## config.mk

```make
export PLATFORM = sky130hd
export DESIGN_NAME = radio_slot_sequence_checker_unit
export DESIGN_NICKNAME = d
export VERILOG_FILES = /design/src/sv/rssc_pkg.sv /design/src/sv/rssc_in_reg.sv /design/src/sv/rssc_core.sv /design/src/sv/rssc_out_reg.sv /design/src/sv/radio_slot_sequence_checker_unit.sv
export SDC_FILE = /design/constraint.sdc
export NUM_CORES = 1
export LEC_CHECK = 0
export ABC_AREA = 1
export BUFFER_PORTS_ARGS = -buffer_cell sky130_fd_sc_hd__buf_2
export CORE_MARGIN = 5
export CORE_UTILIZATION = 60
export DETAILED_ROUTE_END_ITERATION = 6
export PLACE_DENSITY = 0.91
export RECOVER_POWER = 50
export SYNTH_ARGS = -nofsm -noshare
export SYNTH_HDL_FRONTEND = slang
export SYNTH_SLANG_ARGS = --single-unit
```

## constraint.sdc

```tcl
create_clock -name clk_i -period 5.2 [get_ports clk_i]
set_clock_uncertainty 0.15 [all_clocks]
set_input_delay 0 -clock clk_i [delete_from_list [all_inputs] [get_ports clk_i]]
set_output_delay 0 -clock clk_i [all_outputs]
set_load 0.01 [all_outputs]
```

## src/sv/rssc_pkg.sv

```systemverilog
package rssc_pkg;

  localparam int unsigned SeqW    = 7;
  localparam int unsigned CountW  = 16;
  localparam int unsigned BytesW  = 32;
  localparam int unsigned ByteW   = 8;

  // Largest slot width (header included) that is still taken as a packet
  localparam logic [ByteW-1:0] MaxPayload = 8'd32;
  localparam int unsigned      ContBit    = 7;

  // Stream packing widths
  localparam int unsigned InDataW  = 2 * ByteW;
  localparam int unsigned OutDataW = ByteW + 2 * CountW + BytesW;
  localparam int unsigned OutUserW = 3;

  typedef enum logic {
    FUNC_HEADER  = 1'b0,
    FUNC_PAYLOAD = 1'b1
  } func_e;

  typedef struct packed {
    func_e             func;
    logic [ByteW-1:0]  slot_width;
    logic [ByteW-1:0]  data_byte;
  } item_t;

  typedef struct packed {
    logic               out_valid;
    logic [ByteW-1:0]   out_byte;
    logic               discard_partial;
    logic               flush_request;
    logic [CountW-1:0]  lost_total;
    logic [CountW-1:0]  packet_total;
    logic [BytesW-1:0]  byte_total;
  } result_t;

endpackage

```

## src/sv/rssc_in_reg.sv

```systemverilog
module rssc_in_reg (
  input  logic           clk_i,
  input  logic           rst_ni,
  input  logic           valid_i,
  output logic           ready_o,
  input  rssc_pkg::item_t item_i,
  input  logic           adv_i,
  output logic           valid_o,
  output rssc_pkg::item_t item_o
);
  import rssc_pkg::*;

  logic  valid_q, valid_d;
  item_t item_q;

  // Stage is free when empty or when its item moves on this cycle
  assign ready_o = !valid_q || adv_i;
  assign valid_d = ready_o ? valid_i : valid_q;

  always_ff @(posedge clk_i or negedge rst_ni) begin
    if (!rst_ni) begin
      valid_q <= 1'b0;
    end else begin
      valid_q <= valid_d;
    end
  end

  always_ff @(posedge clk_i) begin
    if (valid_i && ready_o) begin
      item_q <= item_i;
    end
  end

  assign valid_o = valid_q;
  assign item_o  = item_q;

endmodule

```

## src/sv/rssc_core.sv

```systemverilog
module rssc_core (
  input  logic             clk_i,
  input  logic             rst_ni,
  input  logic             fire_i,
  input  rssc_pkg::item_t   item_i,
  output rssc_pkg::result_t res_o
);
  import rssc_pkg::*;

  typedef enum logic [1:0] {
    MODE_IGNORE = 2'd0,
    MODE_PASS   = 2'd1,
    MODE_DROP   = 2'd2
  } mode_e;

  logic [SeqW-1:0]   last_seq_q, last_seq_d;
  mode_e             mode_q, mode_d;
  logic [CountW-1:0] lost_q, lost_d;
  logic [CountW-1:0] pkt_q, pkt_d;
  logic [BytesW-1:0] bytes_q, bytes_d;

  logic              is_hdr, width_zero, oversize, hdr_ok;
  logic [SeqW-1:0]   seq_exp, seq_recv, seq_gap;
  logic              seq_match;
  logic [CountW:0]   lost_sum, pkt_sum;
  logic [BytesW:0]   bytes_sum;
  logic              pass_byte;

  assign is_hdr     = (item_i.func == FUNC_HEADER);
  assign width_zero = (item_i.slot_width == '0);
  assign oversize   = (item_i.slot_width > MaxPayload);
  assign hdr_ok     = is_hdr && !width_zero && !oversize;

  assign seq_exp   = last_seq_q + SeqW'(1);
  assign seq_recv  = item_i.data_byte[SeqW-1:0];
  assign seq_gap   = seq_recv - seq_exp;
  assign seq_match = (seq_recv == seq_exp);

  assign lost_sum  = {1'b0, lost_q} + (CountW+1)'(seq_gap);
  assign pkt_sum   = {1'b0, pkt_q} + (CountW+1)'(1);
  assign bytes_sum = {1'b0, bytes_q} + (BytesW+1)'(item_i.slot_width);

  assign pass_byte = !is_hdr && (mode_q == MODE_PASS);

  always_comb begin
    last_seq_d = last_seq_q;
    mode_d     = mode_q;
    lost_d     = lost_q;
    pkt_d      = pkt_q;
    bytes_d    = bytes_q;
    if (is_hdr) begin
      if (!hdr_ok) begin
        mode_d = MODE_IGNORE;
      end else begin
        pkt_d      = pkt_sum[CountW] ? '1 : pkt_sum[CountW-1:0];
        bytes_d    = bytes_sum[BytesW] ? '1 : bytes_sum[BytesW-1:0];
        last_seq_d = seq_recv;
        if (seq_match) begin
          mode_d = MODE_PASS;
        end else begin
          lost_d = lost_sum[CountW] ? '1 : lost_sum[CountW-1:0];
          mode_d = item_i.data_byte[ContBit] ? MODE_DROP : MODE_PASS;
        end
      end
    end else if (mode_q == MODE_DROP && item_i.data_byte == '0) begin
      // zero byte closes the dropped tail of the broken frame
      mode_d = MODE_PASS;
    end
  end

  always_ff @(posedge clk_i or negedge rst_ni) begin
    if (!rst_ni) begin
      last_seq_q <= '0;
      mode_q     <= MODE_IGNORE;
      lost_q     <= '0;
      pkt_q      <= '0;
      bytes_q    <= '0;
    end else if (fire_i) begin
      last_seq_q <= last_seq_d;
      mode_q     <= mode_d;
      lost_q     <= lost_d;
      pkt_q      <= pkt_d;
      bytes_q    <= bytes_d;
    end
  end

  always_comb begin
    res_o.out_valid       = pass_byte;
    res_o.out_byte        = pass_byte ? item_i.data_byte : '0;
    res_o.discard_partial = hdr_ok && !seq_match;
    res_o.flush_request   = is_hdr && oversize;
    res_o.lost_total      = lost_d;
    res_o.packet_total    = pkt_d;
    res_o.byte_total      = bytes_d;
  end

endmodule

```

## src/sv/rssc_out_reg.sv

```systemverilog
module rssc_out_reg (
  input  logic             clk_i,
  input  logic             rst_ni,
  input  logic             valid_i,
  output logic             ready_o,
  input  rssc_pkg::result_t res_i,
  output logic             valid_o,
  input  logic             ready_i,
  output rssc_pkg::result_t res_o
);
  import rssc_pkg::*;

  logic    valid_q, valid_d;
  result_t res_q;

  assign ready_o = !valid_q || ready_i;
  assign valid_d = ready_o ? valid_i : valid_q;

  always_ff @(posedge clk_i or negedge rst_ni) begin
    if (!rst_ni) begin
      valid_q <= 1'b0;
    end else begin
      valid_q <= valid_d;
    end
  end

  always_ff @(posedge clk_i) begin
    if (valid_i && ready_o) begin
      res_q <= res_i;
    end
  end

  assign valid_o = valid_q;
  assign res_o   = res_q;

endmodule

```

## src/sv/radio_slot_sequence_checker_unit.sv

```systemverilog
// Radio slot sequence checker. Takes one transfer per clock unless stalled,
// and returns exactly one result transfer for each input transfer, in
// order. Items pass an input register, then a result register; the per-item
// logic and the sequence/counter state update sit between them, so a header
// and the payload byte right behind it need no gap. s_axis_tready follows
// m_axis_tready combinationally when both registers hold data.
module radio_slot_sequence_checker_unit (
  input  logic                          clk_i,
  input  logic                          rst_ni,
  input  logic                          s_axis_tvalid,
  output logic                          s_axis_tready,
  // [7:0] slot_width, [15:8] data_byte
  input  logic [rssc_pkg::InDataW-1:0]  s_axis_tdata,
  // [0] func
  input  logic                          s_axis_tuser,
  output logic                          m_axis_tvalid,
  input  logic                          m_axis_tready,
  // [7:0] out_byte, [23:8] lost_total, [39:24] packet_total, [71:40] byte_total
  output logic [rssc_pkg::OutDataW-1:0] m_axis_tdata,
  // [0] out_valid, [1] discard_partial, [2] flush_request
  output logic [rssc_pkg::OutUserW-1:0] m_axis_tuser
);
  import rssc_pkg::*;

  item_t   in_item, st_item;
  logic    st_valid, out_ready, adv;
  result_t core_res, out_res;

  always_comb begin
    in_item.func       = func_e'(s_axis_tuser);
    in_item.slot_width = s_axis_tdata[ByteW-1:0];
    in_item.data_byte  = s_axis_tdata[2*ByteW-1:ByteW];
  end

  assign adv = st_valid && out_ready;

  rssc_in_reg u_in_reg (
    .clk_i   (clk_i),
    .rst_ni  (rst_ni),
    .valid_i (s_axis_tvalid),
    .ready_o (s_axis_tready),
    .item_i  (in_item),
    .adv_i   (adv),
    .valid_o (st_valid),
    .item_o  (st_item)
  );

  rssc_core u_core (
    .clk_i  (clk_i),
    .rst_ni (rst_ni),
    .fire_i (adv),
    .item_i (st_item),
    .res_o  (core_res)
  );

  rssc_out_reg u_out_reg (
    .clk_i   (clk_i),
    .rst_ni  (rst_ni),
    .valid_i (st_valid),
    .ready_o (out_ready),
    .res_i   (core_res),
    .valid_o (m_axis_tvalid),
    .ready_i (m_axis_tready),
    .res_o   (out_res)
  );

  assign m_axis_tdata = {out_res.byte_total, out_res.packet_total,
                         out_res.lost_total, out_res.out_byte};
  assign m_axis_tuser = {out_res.flush_request, out_res.discard_partial,
                         out_res.out_valid};

endmodule

```

==> impl_results.md <==
* Reg2Reg Depth at 7
* Logic pwr share at 34.2%
* Syn_area_per_cell at 8.67 sq um
* Io pins at 98
* Critical path required time at 5.34 ns
* Final Max Slew Viols at 128
* Reg power frac at 40.6%
* DIE AREA at 0.0176 sq mm
* Synth top cells by count: 301 x nand2_1, 138 x inv_1, 92 x edfxtp_1, 79 x nor2_1, 75 x dfrtp_1
* Internal at 3.14 mW
* Overall power at 4.95 mW
* Fillers at 1090
* Leakage at 4.79 nW
* Count leader, synth: nand2_1
* GRT overflow at 0
* Worst R2R End: u_core.bytes_q[12]
* Most used DFF post-synth: edfxtp_1
* DR WL/cell at 15.4 um
* Yosys top cell area share at 30.5%
* Final setup TNS at 0 ns
* Slew @ Worst Pin at 2.54 ns
* Worst skew pair latency at 0.43 ns
* Nets at 1210
* Worst Path Arrival at 4.28 ns
* Remaining DRCs at 0
* Min-delay src: s_axis_tdata[13]
* Clk sinks at 167
* Antenna diodes at 0
* GP Congestion at 0.923
* Met2 Usage GRT at 38.7%
* Yosys Warn Count at 0
* Total global routing track utilization at 24.2%
* H-Tree Level Count at 4
* Max Fclk at 241 MHz
* Crit-path cells: nand2_1, nand2_1, clkbuf_1, inv_4, buf_12, nand2_1, o21ai_0
* Fin crit period at 4.15 ns
* Reg-to-reg critical path startpoint: u_out_reg.valid_o
* Status: finished, violations left
* Cell area power density at 477 mW/mm^2
* Post-route ant nets at 0
* Hold endpoint: u_in_reg.item_o[5]
* CP Max Fanout at 101
* Clock transition at path regs at 0.07 ns
* Worst Path Class, Setup: register to register
* DR iter-0 viols at 842
* RSZ-0062 raised after global routing: no
* Row count at 44
* Met1 track demand over resource at 31.7%
* Crit-path slowest cell: clkbuf_1
* Synthesized flop and latch total at 167
* Dominant cells by area after synthesis: edfxtp_1 31%, dfrtp_1 21%, nand2_1 12%
* Via count at 7606
* Min-delay worst type: primary input to register
* Setup Buffers After CTS at 0
* Slew Limit Headroom at -69.3%
* GR Util met3 at 5.66%
* Vias in the first global route at 7292
* Psw at 1.82 mW
* Finish-stage setup viols at 0
* FF-to-FF setup slack at 1.05 ns
* Initial antenna violation count at 0
* Gr busiest metal: met2
* Clk network pwr share at 25.2%
* Drt first pass iters at 5
* Vias per cell at 5.59
* Leading area contributor after synthesis: edfxtp_1
* CTS buffer count at 17
* Failing checks: capacitance limit, slew limit
* Post-Syn Area at 0.00905 sq mm
* Port-buffer cells at 97
* Yosys cell types at 43
* Ys async rst share at 44.9%
* Post-Route WL at 20900 um
* Critical path startpoint category: register
* Most common cell on crit path: nand2_1
* First-pass GRT wire length at 34500 um
* Maxcap violations at 2
* EDFF count, synth at 92
* Core ar. at 0.0146 sq mm
* Mapped Cells at 1044
* Chip Width at 133 um
* Syn nets at 1091
* Sw Ratio at 36.7%
* Critical Path End Type: register
* Fin. Hold Viols at 0
* Final instance area at 0.0104 sq mm
* Worst stage delay on the critical path at 1.78 ns
* CTS tree: yes
* Maximum clock path buffer count at 2
* Hpwl dp at 14200 um
* Clock root buffer: clkbuf_16
* Initial Util at 61.8%
* DIE HEIGHT at 133 um
* Final period util at 79.8%
* Hold path cells at 2
* Pin count of the biggest net entering global routing at 102
* Placed Instance Area at 0.00968 sq mm
* P&R area growth vs syn at 14.7%
* Register area share after synthesis at 51.3%
* Max IR drop VDD at 0.325 mV
* Share of layout cells above drive strength 1 at 9.10%
layout by cell type, fill, tap and decap left out, types with 16 or more instances in the layout:
cell and n:
a21oi_1 19, clkbuf_16 19, dfrtp_1 75, edfxtp_1 92, inv_1 138, nor2_1 80, nand3_1 62, xor2_1 16
clkbuf_1 84, dlygate4sd3_1 22, ha_1 23, nand4_1 22, buf_2 16, o21ai_1 29, nand2_1 301, nand3_2 21
o21ai_0 43
critical path: cells and delay by family, from the launching register on:
| kind | cells | cell delay (ns) |
|---|---|---|
| buffers and inverters | 3 | 2.98 |
| DFF | 1 | 0.37 |
| and+or+nand+nor | 3 | 0.27 |
| AOI/OAI and AO/OA | 1 | 0.10 |
layer usage:
metal	share of wire, %	routed length, um
met1	43	8950
met4	2.9	607
met2	47	9930
met3	6.9	1450
met5	0	0
power groups by stage:
stage	registers [mW]	clock network [mW]	logic [mW]
after floorplan	2.03	0	1.17
after global placement	2.01	0	1.59
after detailed placement	2.02	0	1.68
after CTS	2.00	1.26	1.71
after global routing	2.05	1.33	1.90
final	2.01	1.25	1.69
layout make-up:
class | instances | area [sq um] | share of cell area (%)
inverters | 142 | 536 | 5.16
clock buffers | 25 | 528 | 5.09
well taps | 184 | 230 | 2.22
repair buffers | 123 | 642 | 6.18
flip-flops and latches | 167 | 4640 | 44.7
multi-input cells | 712 | 3740 | 36.0
clock inverters | 7 | 63.8 | 0.615
metrics by stage:
step	worst slack [ns]	std cells	hold slack, ns	util [%]
after floorplan	1.58	1044	-0.446	-
after global placement	1.62	1306	0.0277	66.1
after detailed placement	1.41	1306	0.0281	66.1
after CTS	1.38	1360	0.114	71.6
after global routing	0.748	1360	0.143	70.9
final	1.05	1360	0.138	70.9
state kept, by name, summed over array words and instances (netlist names):
signal             count
u_out_reg.res_o       75
u_core.bytes_q        32
u_in_reg.item_o       17
u_core.lost_q         16
u_core.pkt_q          16
u_core.last_seq_q      7
u_core.mode_q          2
u_in_reg.valid_o       1
u_out_reg.valid_o      1
how the worst max path moves through the flow:
stage,slack [ns],start,end
floorplan,1.58,u_out_reg.valid_o,u_out_reg.res_o[0]
global placement,1.62,u_core.last_seq_q[0],u_out_reg.res_o[61]
detailed placement,1.41,u_core.last_seq_q[2],u_core.lost_q[7]
CTS,1.38,u_core.last_seq_q[2],u_core.lost_q[7]
global route,0.75,u_out_reg.valid_o,u_core.bytes_q[12]
finish,1.05,u_out_reg.valid_o,u_core.bytes_q[12]
logic make-up after synthesis:
logic type,after synthesis,synth area share (%)
and+or+nand+nor,542,27.7
buffers and inverters,165,7.38
DFF,167,51.3
AOI/OAI and AO/OA,116,7.15
adders and majority gates,26,3.84
xor gates and xnor gates,28,2.71
repair_timing:
action	in CTS	in global routing
endpoints found under the hold margin	94	0
gates resized for setup	0	0
hold buffers	22	0
No activity file was read; power rests on OpenSTA's default activity.
